**src/hdl/ppdw_pkg.sv**
```systemverilog
// ----------------------------------------------------------------------------
// ppdw_pkg
// Shared types and constants of the periodic pair distance and weight pipeline.
// ----------------------------------------------------------------------------
package ppdw_pkg;

    // Control that travels alongside every pipeline stage
    typedef struct packed {
        logic valid;
        logic err;
    } ctl_t;

    // Terms of the exp(-f) series and the integer exponent cut-off
    localparam int unsigned EXP_TERMS = 20;
    localparam int unsigned EXP_CUT   = 40;

    // One in Q1.31
    localparam logic [31:0] Q31_ONE = 32'h8000_0000;

    // Configuration register indexes
    localparam int CFG_INDEX_BITS = 2;
    localparam logic [CFG_INDEX_BITS-1:0] REG_BOX_SIZE   = 2'd0;
    localparam logic [CFG_INDEX_BITS-1:0] REG_INV_LENGTH = 2'd1;

    // exp(-1) in Q1.31 by the truncated Horner series, evaluated at elaboration
    function automatic logic [31:0] exp_neg_one();
        logic [63:0] r;
        r = 64'h8000_0000;
        for (int k = EXP_TERMS; k >= 1; k--) begin
            r = 64'h8000_0000 - r / 64'(k);
        end
        return r[31:0];
    endfunction

    localparam logic [31:0] E_NEG_ONE = exp_neg_one();

endpackage

```
**src/hdl/ppdw_wrap.sv**
```systemverilog
// ----------------------------------------------------------------------------
// ppdw_wrap
// Minimum-image offset magnitude for both axes: a restoring remainder chain,
// one quotient bit per stage, then a fold about the half box.
// ----------------------------------------------------------------------------
module ppdw_wrap #(
    parameter int COORD_BITS = 24
) (
    input  logic                  aclk,
    input  logic                  aresetn,
    input  logic                  adv,
    input  ppdw_pkg::ctl_t        in_ctl,
    input  logic [COORD_BITS-1:0] first_x,
    input  logic [COORD_BITS-1:0] first_y,
    input  logic [COORD_BITS-1:0] second_x,
    input  logic [COORD_BITS-1:0] second_y,
    input  logic [COORD_BITS-1:0] box,
    output ppdw_pkg::ctl_t        out_ctl,
    output logic [COORD_BITS-1:0] mag_x,
    output logic [COORD_BITS-1:0] mag_y
);

    localparam int TW = COORD_BITS + 1;    // magnitude of the shifted difference
    localparam int NS = COORD_BITS + 3;    // prep, TW remainder steps, fold

    ppdw_pkg::ctl_t        ctl_reg [0:NS-1];
    logic [COORD_BITS-1:0] half;
    logic [COORD_BITS-1:0] a_in [0:1];
    logic [COORD_BITS-1:0] b_in [0:1];
    logic [COORD_BITS-1:0] mag_out [0:1];

    assign half  = box >> 1;
    assign a_in[0] = first_x;
    assign a_in[1] = first_y;
    assign b_in[0] = second_x;
    assign b_in[1] = second_y;

    // Advance the control chain
    for (genvar j = 0; j < NS; j++) begin : g_ctl
        always_ff @(posedge aclk) begin
            if (!aresetn) begin
                ctl_reg[j].valid <= 1'b0;
            end else if (adv) begin
                if (j == 0) begin
                    ctl_reg[j] <= in_ctl;
                end else begin
                    ctl_reg[j] <= ctl_reg[(j > 0) ? j - 1 : 0];
                end
            end
        end
    end

    for (genvar g = 0; g < 2; g++) begin : g_lane
        logic [TW-1:0]         rem_reg [0:NS-2];
        logic                  neg_reg [0:NS-2];
        logic [COORD_BITS-1:0] mag_reg;
        logic [COORD_BITS+1:0] diff;
        logic [TW-1:0]         abs_next;

        // Shift the difference by half a box and split into sign and magnitude
        assign diff = {2'b00, a_in[g]} - {2'b00, b_in[g]} + {2'b00, half};
        assign abs_next = diff[COORD_BITS+1] ? TW'(-diff) : TW'(diff);

        always_ff @(posedge aclk) begin
            if (adv) begin
                rem_reg[0] <= abs_next;
                neg_reg[0] <= diff[COORD_BITS+1];
            end
        end

        // One restoring remainder step per stage, highest quotient bit first
        for (genvar j = 1; j < NS - 1; j++) begin : g_step
            localparam int SH = NS - 2 - j;
            logic [TW-1:0] rem_next;
            logic          take;

            assign take     = (rem_reg[j-1] >> SH) >= TW'(box);
            assign rem_next = take ? rem_reg[j-1] - (TW'(box) << SH) : rem_reg[j-1];

            always_ff @(posedge aclk) begin
                if (adv) begin
                    rem_reg[j] <= rem_next;
                    neg_reg[j] <= neg_reg[j-1];
                end
            end
        end

        // Fold the positive remainder about the half box
        logic [COORD_BITS-1:0] m;
        logic [COORD_BITS-1:0] r;
        logic [COORD_BITS-1:0] mag_next;

        assign m = rem_reg[NS-2][COORD_BITS-1:0];
        assign r = (neg_reg[NS-2] && (m != '0)) ? box - m : m;

        always_comb begin
            if (box == '0) begin
                mag_next = '0;
            end else if (r >= half) begin
                mag_next = r - half;
            end else begin
                mag_next = half - r;
            end
        end

        always_ff @(posedge aclk) begin
            if (adv) begin
                mag_reg <= mag_next;
            end
        end

        assign mag_out[g] = mag_reg;
    end

    assign out_ctl = ctl_reg[NS-1];
    assign mag_x   = mag_out[0];
    assign mag_y   = mag_out[1];

endmodule

```
**config.mk**
```make
export PLATFORM = sky130hd
export DESIGN_NAME = ppdw_wrap
export DESIGN_NICKNAME = d
export VERILOG_FILES = /design/src/hdl/ppdw_pkg.sv /design/src/hdl/ppdw_wrap.sv
export SDC_FILE = /design/constraint.sdc
export NUM_CORES = 2
export LEC_CHECK = 0
export BUFFER_PORTS_ARGS = -buffer_cell sky130_fd_sc_hd__buf_4
export CAP_MARGIN = 20
export CORE_MARGIN = 2
export CORE_UTILIZATION = 48
export CTS_CLUSTER_DIAMETER = 200
export CTS_CLUSTER_SIZE = 14
export DETAILED_ROUTE_END_ITERATION = 8
export PLACE_DENSITY = 0.68
export SETUP_SLACK_MARGIN = 0.3
export SYNTH_ARGS = -nofsm -noshare
export SYNTH_HDL_FRONTEND = slang
export SYNTH_SLANG_ARGS = --single-unit
export TNS_END_PERCENT = 5
```
**constraint.sdc**
```tcl
create_clock -name aclk -period 10.9 [get_ports aclk]
set_clock_uncertainty 0.05 [all_clocks]
set_input_delay 1.09 -clock aclk [delete_from_list [all_inputs] [get_ports aclk]]
set_output_delay 1.09 -clock aclk [all_outputs]
set_load 0.02 [all_outputs]
```
# ---- After elaboration in Yosys (flattened, before gate mapping)
# Memory sizes are Yosys's and may differ from the RTL's.
# Cells that the tools add are included.
dict set report op_classes {
  add_sub_neg 62
  n_mul 0
  div 0
  n_lt_le_gt_ge 52
  eq_ne 0
  n_shift 0
  n_mux 88
  bitwise 27
  reduce_logical 5
}
# operator count
set ops {}
lappend ops {{$mux W25} 52}
lappend ops {{$sub A25 B25 Y25} 48}
lappend ops {{$mux W24} 4}
lappend ops {{$add A25 B24 Y26} 2}
lappend ops {{$ge A25 B24 Y1} 2}
lappend ops {{$neg A25 Y25} 2}
lappend ops {{$sub A24 B24 Y25} 2}
lappend ops {{$sub A25 B24 Y25} 2}
lappend ops {{$ge A1 B24 Y1} 2}
lappend ops {{$ge A10 B24 Y1} 2}
lappend ops {{$ge A11 B24 Y1} 2}
lappend ops {{$ge A12 B24 Y1} 2}
lappend ops {{$ge A13 B24 Y1} 2}
lappend ops {{$ge A14 B24 Y1} 2}
lappend ops {{$ge A15 B24 Y1} 2}
lappend ops {{$ge A16 B24 Y1} 2}
lappend ops {{$ge A17 B24 Y1} 2}
lappend ops {{$ge A18 B24 Y1} 2}
lappend ops {{$ge A19 B24 Y1} 2}
lappend ops {{$ge A2 B24 Y1} 2}
lappend ops {{$ge A20 B24 Y1} 2}
lappend ops {{$ge A21 B24 Y1} 2}
lappend ops {{$ge A22 B24 Y1} 2}
lappend ops {{$ge A23 B24 Y1} 2}
lappend ops {{other kinds (17)} 88}
dict set report totals {
  register_bits 48
  latchBits 0
  ramBits 1406
  mem_bits_ro 0
  in_bits 125
  wordCells 241
  mem_count 5
}
# name words width read_ports rd_ports_with_merged_regs write_ports line
set memory_table {}
lappend memory_table {{g_lane[0].rem_reg} 26 25 26 0 26 ppdw_wrap.sv:54} ;# logic [TW-1:0] rem_reg [0:NS-2];
lappend memory_table {{g_lane[1].rem_reg} 26 25 26 0 26 ppdw_wrap.sv:54}
lappend memory_table {ctl_reg 27 2 27 0 27 ppdw_wrap.sv:26} ;# ppdw_pkg::ctl_t ctl_reg [0:NS-1];
lappend memory_table {{g_lane[0].neg_reg} 26 1 26 0 26 ppdw_wrap.sv:55} ;# logic neg_reg [0:NS-2];
lappend memory_table {{g_lane[1].neg_reg} 26 1 26 0 26 ppdw_wrap.sv:55}

# ---- Logic depth before layout (Yosys ltp)
# An unclocked memory read counts as a cell.
dict set report logic_depth {
  depth_word 6
  ltp_mapped 29
}

# ---- Worst setup path before layout
# Ideal clock, no wire load.
dict set report synth_path {
  path_type {input to register}
  startpoint {input port box[0]}
  endpoint {register g_lane[0].mag_reg[15] (netlist: mag_x[15]), data pin}
  t_arrival_ns 6.308
  required_ns 10.584
  slack_ns 4.276
  path_stages 29
  n_path_buf 2
  path_cell_list {inv_1 ha_1 inv_1 fa_1 a21o_1 a21o_1 a21oi_1 o21ai_0 a2111oi_0 a21oi_1 nand2_1 o21ai_0 nor2_1 nor2_1 mux2_2 ha_1 a41oi_1 o21ai_0 a21o_1 a2111o_1 o21ai_1 nand2_1 a211oi_1 a21o_1 buf_2 buf_2 mux2i_1 xnor2_1 nor2_1}
}
dict set report synth_between {
  elab_chain_len 4
  word_cells_on_any_way 7
}
# element line
set synth_rtl {}
lappend synth_rtl {{from (decl)} ppdw_wrap.sv:17} ;# input logic [COORD_BITS-1:0] box,
lappend synth_rtl {{$sub A24 B24 Y24} ppdw_wrap.sv:94} ;# assign r = (neg_reg[NS-2] && (m != '0)) ? box - m : m;
lappend synth_rtl {{$mux W24} ppdw_wrap.sv:94}
lappend synth_rtl {{$sub A23 B24 Y24 (tied with other cells)} ppdw_wrap.sv:102} ;# mag_next = half - r;
lappend synth_rtl {{$mux W24} ppdw_wrap.sv:99} ;# end else if (r >= half) begin
lappend synth_rtl {{to (signal assigned)} ppdw_wrap.sv:108} ;# mag_reg <= mag_next;
lappend synth_rtl {{to (decl)} ppdw_wrap.sv:56} ;# logic [COORD_BITS-1:0] mag_reg;
# Several ways; a longest one is shown, not always the timed one.
# A chain may end at the register's enable or synchronous reset.

# ---- Worst setup path in the final report
dict set report layout_path {
  startpoint {input port box[0]}
  endpoint {register g_lane[0].mag_reg[16] (netlist: mag_x[16]), data pin}
}
# The elaborated chain is that of the path after synthesis.

==> metrics.txt <==
Ys Warns 0; estimated wirelength of the detail-placed design 163,000 um; Resize count post-CTS 0; Initial Util 48.3%; wl on met1 ~100,000 um; Final Max Tran Viols 0; Top Layer Used met4; crit share post-route 72.0%; Area contributors post-synth edfxtp_1, ha_1, mux2_2; cells after synthesis slightly above 8,000; global route total overflow 0; total global-route track usage 23.2%; Synth-to-Final Area Change 8.62%; Setup crit start box[0]; Total Wirelength 232,000 um; I/O pin count 175; met3 wire length 12,700 um; HP Start g_lane[1].rem_reg[9][2]; RSZ-0062 raised after global routing false; Vias 65,100; EDFF count, synth 1,451; drt drc 0; CTS tree done; postcts setup bufs 0; crit-path max FO 18; MaxCap Viol Count 0; Least-Margin Pin Slew 1.10 ns; initial antenna violation count 7; area leader, netlist edfxtp_1; Hold Path Stages 0; worst hold path type register to register; Power Density 173 mW/mm^2; htree depth 3; number of global-route vias before repair 63,400; root buffer cell clkbuf_16; startpoint types input pin; cts hold-fix bufs 0; Clk pin slew, worst setup/hold paths roughly 0.080 ns; FF+latch count, synth 1,452; largest net degree at the start of global routing 184; deepest clock path buffer count 3; TritonCTS buffer count 113; Max Clock Freq 127 MHz; most common cell after layout, fill and taps aside edfxtp_1; Largest register FFs between 1,000 and 1,500; # setup viols final 0; outcome finished, final reports clean; top cell type's share of synthesized area a little under half; Final Wtd Congestion about 0.93; Async SR Flop Fraction 0%; crit path time final just under 8 ns; FF-to-FF Start g_lane[0].rem_reg[1][225]; I/O Buffers 174; Mapped Nets roughly 9,400; 1st-iter DRT viols 5,392; Cell Area, Synth 0.0919 sq mm; WS Path Type input pin to register; cells on worst reg2reg path 26; DR WL met2 between 100,000 and 150,000 um; # clock sinks approximately 1,500; Relative slew margins 26.6%; setup TNS 0 ns; Placeable Area 0.190 sq mm; FP Rows 160; drt first pass iters 5; sequential fraction of the synthesis area 47.4%; share of layout cells above drive strength 1 10.0%; Distinct cells, synth 97; ANT nets after route 0; FILL cells 16,400; Via density 5.88; predominant post-synthesis flop cell edfxtp_1; Syn Area/Cell 11.1 sq um; Leak 40.9 nW; Clock Latency Late Sink 0.78 ns; most frequent cells in the layout edfxtp_1, ha_1, nand2_1, o21ai_0, a21oi_1; WL/cell 21.0 um; CP required between 10 and 15 ns; Die ar. between 0.15 and 0.2 sq mm; Die X about 440 um; critical path endpoint category register; Layout Nets 9,600; Tot Pwr 17.2 mW; VDD IR max 139 uV; Data arrival, critical path 8.30 ns; first-pass GRT wire length 357,000 um; Final Hold Fails 0; Die Y around 440 um
==> worst paths after layout <==
path | end | slack (ns)
worst min-delay path | g_lane[1].rem_reg[9][27] | 0.35
worst min register to register | g_lane[1].rem_reg[9][27] | 0.35
worst max-delay path | mag_x[16] | 3.05
worst max register to register | mag_x[16] | 3.21
==> power breakdown <==
part	switching (mW)	internal (mW)	total (mW)
clock	1.93	1.90	3.83
combinational	3.55	2.46	6.02
sequential	0.357	7.03	7.38
total	5.84	11.4	17.2
==> through the flow <==
step                      worst slack (ns)  hold WS, ns  instance area [sq um]  util (%)  cells
after floorplan                       4.28        0.350                  91900         -   8297
after global placement                2.66        0.350                  96500      50.8  10900
after detailed placement              2.45        0.355                  96600      50.8  10900
after CTS                             3.21        0.347                  99700      52.4  11100
after global routing                  2.58        0.355                  99900      52.5  11100
final                                 3.05        0.354                  99900      52.5  11100
==> cells by family (layout without fill, tap and decap cells) <==
kind of cell / after synthesis / count (layout) / synth area share [%]
AOI/OAI and AO/OA: 2224 / 2224 / 15.4
and+or+nand+nor: 1999 / 1999 / 10.4
DFF: 1452 / 1452 / 47.4
adders and majority gates: 942 / 942 / 13.3
buffers and inverters: 658 / 916 / 2.74
xor gates and xnor gates: 597 / 597 / 5.69
muxes: 425 / 425 / 5.09
other: 0 / 4 / 0
==> per-layer routing <==
layer | global-route usage (%) | up-vias
li1 | - | 31300
met1 | 31.7 | 31600
met2 | 37.9 | 1751
met3 | 2.90 | 419
met4 | 8.53 | 0
met5 | 0 | -
==> cell usage after synthesis (109+ instances only) <==
| library cell | number |
|---|---|
| edfxtp_1 | 1451 |
| ha_1 | 884 |
| nand2_1 | 656 |
| o21ai_0 | 601 |
| a21oi_1 | 553 |
| inv_1 | 509 |
| nor2_1 | 464 |
| xnor2_1 | 357 |
| mux2_2 | 339 |
| a21o_1 | 325 |
| xor2_1 | 240 |
| nor2b_1 | 152 |
| nor3_1 | 124 |
| clkbuf_1 | 120 |
| nand2b_1 | 117 |
| nand4_1 | 109 |
==> final cells by class <==
class	count	area (sq um)	area share, %
multi-input combinational	6187	45900	46.0
sequential	1452	43600	43.7
tap	2511	3140	3.15
clock buffer	130	2910	2.92
timing repair buffer	269	2190	2.19
inverter	510	1920	1.92
clock inverter	7	196	0.197
antenna	4	10.0	0.0100
==> critical path, cell delays in order <==
cell       delay (ns)
buf_4            0.18
inv_1            0.13
ha_1             0.18
inv_1            0.06
fa_1             0.40
a21o_1           0.17
a21o_1           0.19
a21oi_1          0.21
o21ai_0          0.30
a2111oi_0        0.69
a21oi_1          0.18
nand2_1          0.14
nand2b_1         0.06
a21oi_1          0.18
xnor2_1          0.11
mux2_2           0.28
ha_1             0.44
and4_1           0.26
and3_1           0.23
a21boi_0         0.14
a31o_2           0.23
o21ai_1          0.31
nand2_1          0.14
a211oi_1         0.48
a21o_1           0.76
mux2i_1          0.24
o32ai_1          0.35
mux2i_1          0.12
No activity file was read; power rests on OpenSTA's default activity.
