[config.mk]
export PLATFORM = sky130hd
export DESIGN_NAME = ppdw_root
export DESIGN_NICKNAME = d
export VERILOG_FILES = /design/src/hdl/ppdw_pkg.sv /design/src/hdl/ppdw_root.sv
export SDC_FILE = /design/constraint.sdc
export NUM_CORES = 2
export LEC_CHECK = 0
export BUFFER_PORTS_ARGS = -buffer_cell sky130_fd_sc_hd__buf_2
export CAP_MARGIN = 20
export CORE_ASPECT_RATIO = 2
export CORE_MARGIN = 2
export CORE_UTILIZATION = 45
export DETAILED_ROUTE_END_ITERATION = 10
export PLACE_DENSITY = 0.57
export SYNTH_ARGS = -nofsm -noshare
export SYNTH_HDL_FRONTEND = slang
export SYNTH_SLANG_ARGS = --single-unit
[constraint.sdc]
create_clock -name aclk -period 11.3 [get_ports aclk]
set_input_delay 1.695 -clock aclk [delete_from_list [all_inputs] [get_ports aclk]]
set_output_delay 1.695 -clock aclk [all_outputs]
set_load 0.01 [all_outputs]
[src/hdl/ppdw_pkg.sv]
// ----------------------------------------------------------------------------
// ppdw_pkg
// Shared types and constants of the periodic pair distance and weight pipeline.
// ----------------------------------------------------------------------------
package ppdw_pkg;

    // Control that travels alongside every pipeline stage
    typedef struct packed {
        logic valid;
        logic err;
    } ctl_t;

    // Terms of the exp(-f) series and the integer exponent cut-off
    localparam int unsigned EXP_TERMS = 20;
    localparam int unsigned EXP_CUT   = 40;

    // One in Q1.31
    localparam logic [31:0] Q31_ONE = 32'h8000_0000;

    // Configuration register indexes
    localparam int CFG_INDEX_BITS = 2;
    localparam logic [CFG_INDEX_BITS-1:0] REG_BOX_SIZE   = 2'd0;
    localparam logic [CFG_INDEX_BITS-1:0] REG_INV_LENGTH = 2'd1;

    // exp(-1) in Q1.31 by the truncated Horner series, evaluated at elaboration
    function automatic logic [31:0] exp_neg_one();
        logic [63:0] r;
        r = 64'h8000_0000;
        for (int k = EXP_TERMS; k >= 1; k--) begin
            r = 64'h8000_0000 - r / 64'(k);
        end
        return r[31:0];
    endfunction

    localparam logic [31:0] E_NEG_ONE = exp_neg_one();

endpackage

[src/hdl/ppdw_root.sv]
// ----------------------------------------------------------------------------
// ppdw_root
// Sum of squared offsets and its integer square root, one root bit per stage.
// ----------------------------------------------------------------------------
module ppdw_root #(
    parameter int COORD_BITS = 24
) (
    input  logic                  aclk,
    input  logic                  aresetn,
    input  logic                  adv,
    input  ppdw_pkg::ctl_t        in_ctl,
    input  logic [COORD_BITS-1:0] mag_x,
    input  logic [COORD_BITS-1:0] mag_y,
    output ppdw_pkg::ctl_t        out_ctl,
    output logic [COORD_BITS-1:0] distance
);

    localparam int PW = 2 * COORD_BITS;
    localparam int RW = COORD_BITS + 3;
    localparam int NS = COORD_BITS + 2;   // squares, sum, root steps

    ppdw_pkg::ctl_t        ctl_reg [0:NS-1];
    logic [PW-1:0]         sqx_reg;
    logic [PW-1:0]         sqy_reg;
    logic [PW-1:0]         rad_reg  [1:NS-1];
    logic [RW-1:0]         rem_reg  [2:NS-1];
    logic [COORD_BITS-1:0] root_reg [2:NS-1];

    // Advance the control chain
    for (genvar j = 0; j < NS; j++) begin : g_ctl
        always_ff @(posedge aclk) begin
            if (!aresetn) begin
                ctl_reg[j].valid <= 1'b0;
            end else if (adv) begin
                if (j == 0) begin
                    ctl_reg[j] <= in_ctl;
                end else begin
                    ctl_reg[j] <= ctl_reg[(j > 0) ? j - 1 : 0];
                end
            end
        end
    end

    // Square each offset, then add
    always_ff @(posedge aclk) begin
        if (adv) begin
            sqx_reg    <= PW'(mag_x) * PW'(mag_x);
            sqy_reg    <= PW'(mag_y) * PW'(mag_y);
            rad_reg[1] <= sqx_reg + sqy_reg;
        end
    end

    // Digit-by-digit square root, two radicand bits per stage
    for (genvar j = 2; j < NS; j++) begin : g_step
        logic [RW-1:0]         rem_in;
        logic [COORD_BITS-1:0] root_in;
        logic [RW-1:0]         rem_w;
        logic [RW-1:0]         trial;
        logic                  ge;

        if (j == 2) begin : g_first
            assign rem_in  = '0;
            assign root_in = '0;
        end else begin : g_chain
            assign rem_in  = rem_reg[j-1];
            assign root_in = root_reg[j-1];
        end

        assign rem_w = RW'({rem_in, rad_reg[j-1][PW-1 -: 2]});
        assign trial = RW'({root_in, 2'b01});
        assign ge    = rem_w >= trial;

        always_ff @(posedge aclk) begin
            if (adv) begin
                rad_reg[j]  <= {rad_reg[j-1][PW-3:0], 2'b00};
                rem_reg[j]  <= ge ? rem_w - trial : rem_w;
                root_reg[j] <= {root_in[COORD_BITS-2:0], ge};
            end
        end
    end

    assign out_ctl  = ctl_reg[NS-1];
    assign distance = root_reg[NS-1];

endmodule

**Yosys cells after proc, flatten, opt, wreduce, memory -nomap -nowiden**

Memory sizes are Yosys's and may differ from the RTL's.
Index checks and enable logic that the tools add are counted.
W data, S select, Z words.

- Bits in registers: 96
- Latch bits: 0
- Bits in writable memories: 2476
- Memory bits (read-only): 0
- Input port bits: 53
- Word-level logic and storage cells: 138
- Memories kept: 4

Memories:

| memory | words | bits a word | read ports | clocked after Yosys merged registers in | wr ports | RTL line | RTL |
|---|---|---|---|---|---|---|---|
| rad_reg | 25 | 48 | 24 | 0 | 25 | ppdw_root.sv:25 | `logic [PW-1:0] rad_reg [1:NS-1];` |
| rem_reg | 24 | 27 | 23 | 0 | 24 | ppdw_root.sv:26 | `logic [RW-1:0] rem_reg [2:NS-1];` |
| root_reg | 24 | 24 | 24 | 0 | 24 | ppdw_root.sv:27 | `logic [COORD_BITS-1:0] root_reg [2:NS-1];` |
| ctl_reg | 26 | 2 | 26 | 0 | 26 | ppdw_root.sv:22 | `ppdw_pkg::ctl_t ctl_reg [0:NS-1];` |

- Add/subtract/negate cells: 25
- Multiply operators: 2
- Divide/modulo/power cells: 0
- $lt $le $gt $ge: 24
- Equal/unequal tests: 0
- Shifts and indexed selects: 0
- Muxes and demuxes: 55
- Bitwise logic cells: 26
- Reductions and logical operators: 0

Operators by type and width:

| kind | count |
|---|---|
| $mux W27 | 24 |
| $ge A27 B26 Y1 | 23 |
| $sub A27 B26 Y27 | 23 |
| $mul A24 B24 Y48 | 2 |
| $add A48 B48 Y48 | 1 |
| $mux W1 | 31 |
| $or A1 B1 Y1 | 26 |
| $sub A2 B1 Y3 const B | 1 |
| $ge A2 B1 Y1 const B | 1 |

**Depth between registers and ports, before layout**

- Depth in word-level cells: 4
- Gate-level depth with buffers: 28

**Worst setup path before layout**

OpenSTA, ideal clock, no wires.

- Kind: input-to-reg
- From: in mag_y[2]
- To: reg sqy_reg[42] (data pin)
- Setup time: 263 ps
- Arrival time: 8268 ps
- Required time: 11037 ps
- Slack: 2769 ps
- Stages: 26
- Path buffers: 2
- Cell sequence: clkbuf_1 nand2_1 fa_1 inv_1 fa_1 inv_1 fa_1 inv_1 fa_1 inv_1 fa_1 inv_1 fa_1 inv_1 fa_1 inv_1 ha_1 clkbuf_1 nand2_1 or4b_2 a31o_2 a21oi_1 o22ai_1 o21ai_0 a31oi_1 xnor2_1

- Longest elaborated chain between the ends: 1

RTL lines:

| what | RTL line | RTL |
|---|---|---|
| start, declared | ppdw_root.sv:13 | `input logic [COORD_BITS-1:0] mag_y,` |
| $mul A24 B24 Y48 | ppdw_root.sv:48 | `sqy_reg <= PW'(mag_y) * PW'(mag_y);` |
| end signal, assigned | ppdw_root.sv:48 |  |
| end, declared | ppdw_root.sv:24 | `logic [PW-1:0] sqy_reg;` |

Every way passes these cells.
A chain may end at the register's enable or synchronous reset.

**Final worst setup path**

- From: in mag_x[8]
- To: reg sqx_reg[46] (data pin)

- Longest elaborated chain between the ends: 1

RTL lines:

| what | RTL line | RTL |
|---|---|---|
| start, declared | ppdw_root.sv:12 | `input logic [COORD_BITS-1:0] mag_x,` |
| $mul A24 B24 Y48 | ppdw_root.sv:47 | `sqx_reg <= PW'(mag_x) * PW'(mag_x);` |
| end signal, assigned | ppdw_root.sv:47 |  |
| end, declared | ppdw_root.sv:23 | `logic [PW-1:0] sqx_reg;` |

Every way passes these cells.

==> impl_summary.md <==
STA
Setup violations remaining at the end of the flow were counted as 0. The count of pins over their slew limit is 0. After layout, the worst path uses roughly three quarters of the clock period. The maximum operating frequency is 115.0 MHz.

Setup total negative slack on the finished layout was measured at 0 ns. At the pin with the least slew margin, the transition time is 1.061 ns. Measured against its own limit, the worst slew margin works out to 28.64%. Setup repair after global routing left no endpoint under its margin. The setup clock skew after layout is 0.07536 ns. The time the final worst path needs with I/O delays and setup is 8.698 ns. The number of hold violations in the final report came to 0.

Floorplanning
The width of the die is 346.0 um. The initial standard-cell utilization of the core is a little under half. The top-level port count is 79. The core footprint is 0.2330 mm^2.

The die covers 0.2380 mm^2. The floorplan row count is 251. The vertical die dimension is 687.9 um.

GRT
Entering global routing, the biggest net connects 196 pins. The global routing usage summed across all routing layers is just under 20%. The wire length of the first global-routing pass is 367000 um. The number of antenna violations at the first check in global routing is 9. The number of global-route vias before repair came to 64320. The total congestion overflow after global routing is 0.

Worst setup path
In this run the register-to-register setup slack is 7.15 ns. The top fanout value on the critical path is 22. The start point of the critical path is mag_x[8]. The kind of capture point of the worst setup path is a flip-flop. By startpoint and endpoint, the worst setup path is classified as input pin to flip-flop. Data on the critical path is required at its endpoint by 11.82 ns. For the worst setup path, the data arrival time is between 9 and 10 ns. In this run the critical register-to-register path is launched from root_reg[14][0]$_DFFE_PP_. The worst setup path is launched from an input pin.

Clock network
The H-tree was split into 4 levels. The clock latency of the later-clocked register in the worst-skew pair is 0.81 ns. Buffers added to address setup during post-CTS repair amount to 0.

The clock root buffer is sky130_fd_sc_hd__clkbuf_16. The tree built by TritonCTS fans out to between 1500 and 2000 sinks. The number of cells upsized or downsized after cts is 0.

TritonCTS built the clock tree. Clock-pin slew was measured on the worst setup and hold paths at approximately 0.060 ns. The post-cts hold buffer count is 0. The maximum clock insertion buffer count is 4. The number of clock buffers inserted by TritonCTS is 154.

Synth
The unique cell type count in the Yosys netlist is 96. A synthesized cell averages 11.58 um^2. Of all cell types, the one taking the most synthesized area is sky130_fd_sc_hd__edfxtp_1. In this run the cell area of the synthesized design comes to 0.1052 mm^2. The portion of the post-synthesis area used by sequential elements is 45.30%. The synthesized netlist net count is between 10000 and 15000. The most instantiated library cell after synthesis is sky130_fd_sc_hd__inv_1. In the post-synthesis netlist, the biggest area contributors are sky130_fd_sc_hd__edfxtp_1 (45%), sky130_fd_sc_hd__fa_1 (16%), sky130_fd_sc_hd__ha_1 (8.6%). The share of flip-flops with an asynchronous set or reset after synthesis is 0%. The number of flip-flops and latches in the synthesized netlist is 1588. The share of synthesized area in the top cell type comes to 45.28%. The leading register cell type out of synthesis is sky130_fd_sc_hd__edfxtp_1. The Yosys step of the flow raised 0 warnings. The synthesized instance count is 9091. The commonest cells after synthesis are sky130_fd_sc_hd__inv_1 (1606), sky130_fd_sc_hd__edfxtp_1 (1587), sky130_fd_sc_hd__fa_1 (846), sky130_fd_sc_hd__ha_1 (721), sky130_fd_sc_hd__nand2_1 (669). The count of flip-flops with a built-in enable after synthesis is 1587.

Routing
In the final routed layout, each cell accounts on average for 19.02 um. The routed wire length is 233900 um. Dividing the detail-routed via count by the number of cells gives 5.187. In this run the remaining antenna-violating nets after routing total 0. After detailed routing, the number of remaining DRC violations is 0. The detailed-router iteration count before antenna repair is 5. The DRC marker count from the first detailed-route iteration is 4441. The via count is 63790.

Placement
Buffers placed on the I/O ports in this run total 78. The weighted congestion at the end of routability-driven global placement is around 0.90. Summed over all nets, the half-perimeter wirelength after detailed placement is roughly 180000 um.

Finish
The fraction of final layout cells sized beyond drive strength 1 is 5.219%. The register with the most flip-flops in the layout has 600 of them. The net count of the finished layout is 10770. From synthesis to final layout, the design area changed by 8.530%.

Worst hold path
The startpoint identified for the worst hold timing path is rad_reg[0][380]$_DFFE_PP_. The tightest min-delay check is of the flip-flop to flip-flop type.

Flow run
Max-cap violations in this run came to 0.

Run status
The flow ran to the end, and the final reports show no timing, DRC or antenna violations.
==> layout by cell type (no fill, tap or decap), drive strengths merged, types with 55 or more instances in the layout <==
| master | synthesis | layout |
|---|---|---|
| a21o | 166 | 166 |
| a21oi | 432 | 432 |
| and2 | 240 | 240 |
| and3 | 61 | 61 |
| buf | 27 | 112 |
| clkbuf | 187 | 173 |
| edfxtp | 1587 | 1587 |
| fa | 846 | 846 |
| ha | 721 | 721 |
| inv | 1609 | 1611 |
| mux2 | 60 | 60 |
| nand2 | 670 | 670 |
| nand2b | 71 | 71 |
| nand3 | 97 | 97 |
| nand4 | 64 | 64 |
| nor2 | 430 | 430 |
| nor2b | 63 | 63 |
| nor3 | 155 | 155 |
| nor4 | 91 | 91 |
| o21a | 76 | 76 |
| o21ai | 305 | 305 |
| or3 | 55 | 55 |
| xnor2 | 308 | 308 |
| xor2 | 260 | 260 |
==> metal layers <==
metal / up-vias / share of wire (%) / GRT usage [%]
li1: 30880 / - / -
met1: 31290 / 45 / 26.99
met2: 1296 / 48 / 32.88
met3: 318 / 3.9 / 1.902
met4: 2 / 3.7 / 6.800
met5: - / 0.0056 / 0
==> cell type report <==
cell class	count	area, um^2
well taps	3036	3799
repair buffers	112	815.8
fillers	20990	118800
clock inverters	92	1142
multi-input cells	5680	50710
flip-flops and latches	1588	47680
diodes	8	20.02
inverters	1609	6042
clock buffers	173	4010
==> logic make-up (layout without fill, tap and decap cells) <==
logic type | after synthesis | count (layout) | synth area share, %
adder cells (fa/ha/maj) | 1567 | 1567 | 24.67
AND/OR/NAND/NOR | 2127 | 2127 | 10.01
AO/OA/AOI/OAI | 1348 | 1348 | 8.032
XOR/XNOR | 568 | 568 | 4.727
buffers and inverters | 1823 | 1986 | 6.535
multiplexers | 69 | 69 | 0.7276
other | 1 | 9 | 0.003563
flip-flops | 1588 | 1588 | 45.30
==> final timing paths <==
path | cells after the start | to
hold / removal | 0 | rad_reg[0][430]$_DFFE_PP_
setup / recovery | 24 | sqx_reg[46]$_DFFE_PP_
setup reg to reg | 12 | rem_reg[0][425]$_DFFE_PP_
hold reg to reg | 0 | rad_reg[0][430]$_DFFE_PP_
==> per-stage QoR <==
stage | area (um^2) | setup WS (ns) | hold WS, ns | std cells | utilization, %
3_5_place_dp | 108900 | 1.831 | 0.4045 | 12020 | 46.75
2_1_floorplan | 105200 | 2.769 | 0.4003 | 9091 | -
5_1_grt | 114200 | 2.237 | 0.3797 | 12300 | 49.01
4_1_cts | 114100 | 2.700 | 0.3683 | 12290 | 48.96
6_report | 114200 | 2.602 | 0.3752 | 12300 | 49.01
3_3_place_gp | 108900 | 1.872 | 0.4004 | 12020 | 46.75
==> worst max-delay path, stage by stage <==
cell and delay [ns]:
sky130_fd_sc_hd__buf_2 0.48, sky130_fd_sc_hd__inv_1 0.28, sky130_fd_sc_hd__nor2_1 0.27, sky130_fd_sc_hd__fa_1 0.49
sky130_fd_sc_hd__ha_1 0.32, sky130_fd_sc_hd__a21oi_1 0.22, sky130_fd_sc_hd__fa_1 0.47, sky130_fd_sc_hd__fa_1 0.51
sky130_fd_sc_hd__inv_1 0.05, sky130_fd_sc_hd__fa_1 0.50, sky130_fd_sc_hd__fa_1 0.49, sky130_fd_sc_hd__inv_1 0.05
sky130_fd_sc_hd__fa_1 0.47, sky130_fd_sc_hd__inv_1 0.04, sky130_fd_sc_hd__ha_1 0.37, sky130_fd_sc_hd__a21o_1 0.20
sky130_fd_sc_hd__a21o_1 0.17, sky130_fd_sc_hd__a221oi_1 0.37, sky130_fd_sc_hd__a31oi_1 0.21, sky130_fd_sc_hd__o21bai_1 0.41
sky130_fd_sc_hd__a211oi_1 0.18, sky130_fd_sc_hd__o31ai_1 0.60, sky130_fd_sc_hd__o31ai_1 0.18, sky130_fd_sc_hd__xor2_1 0.17
Power is left out: the tool's default activity adds up to more than one toggle a clock period on the data nets, which glitch-free logic cannot reach.
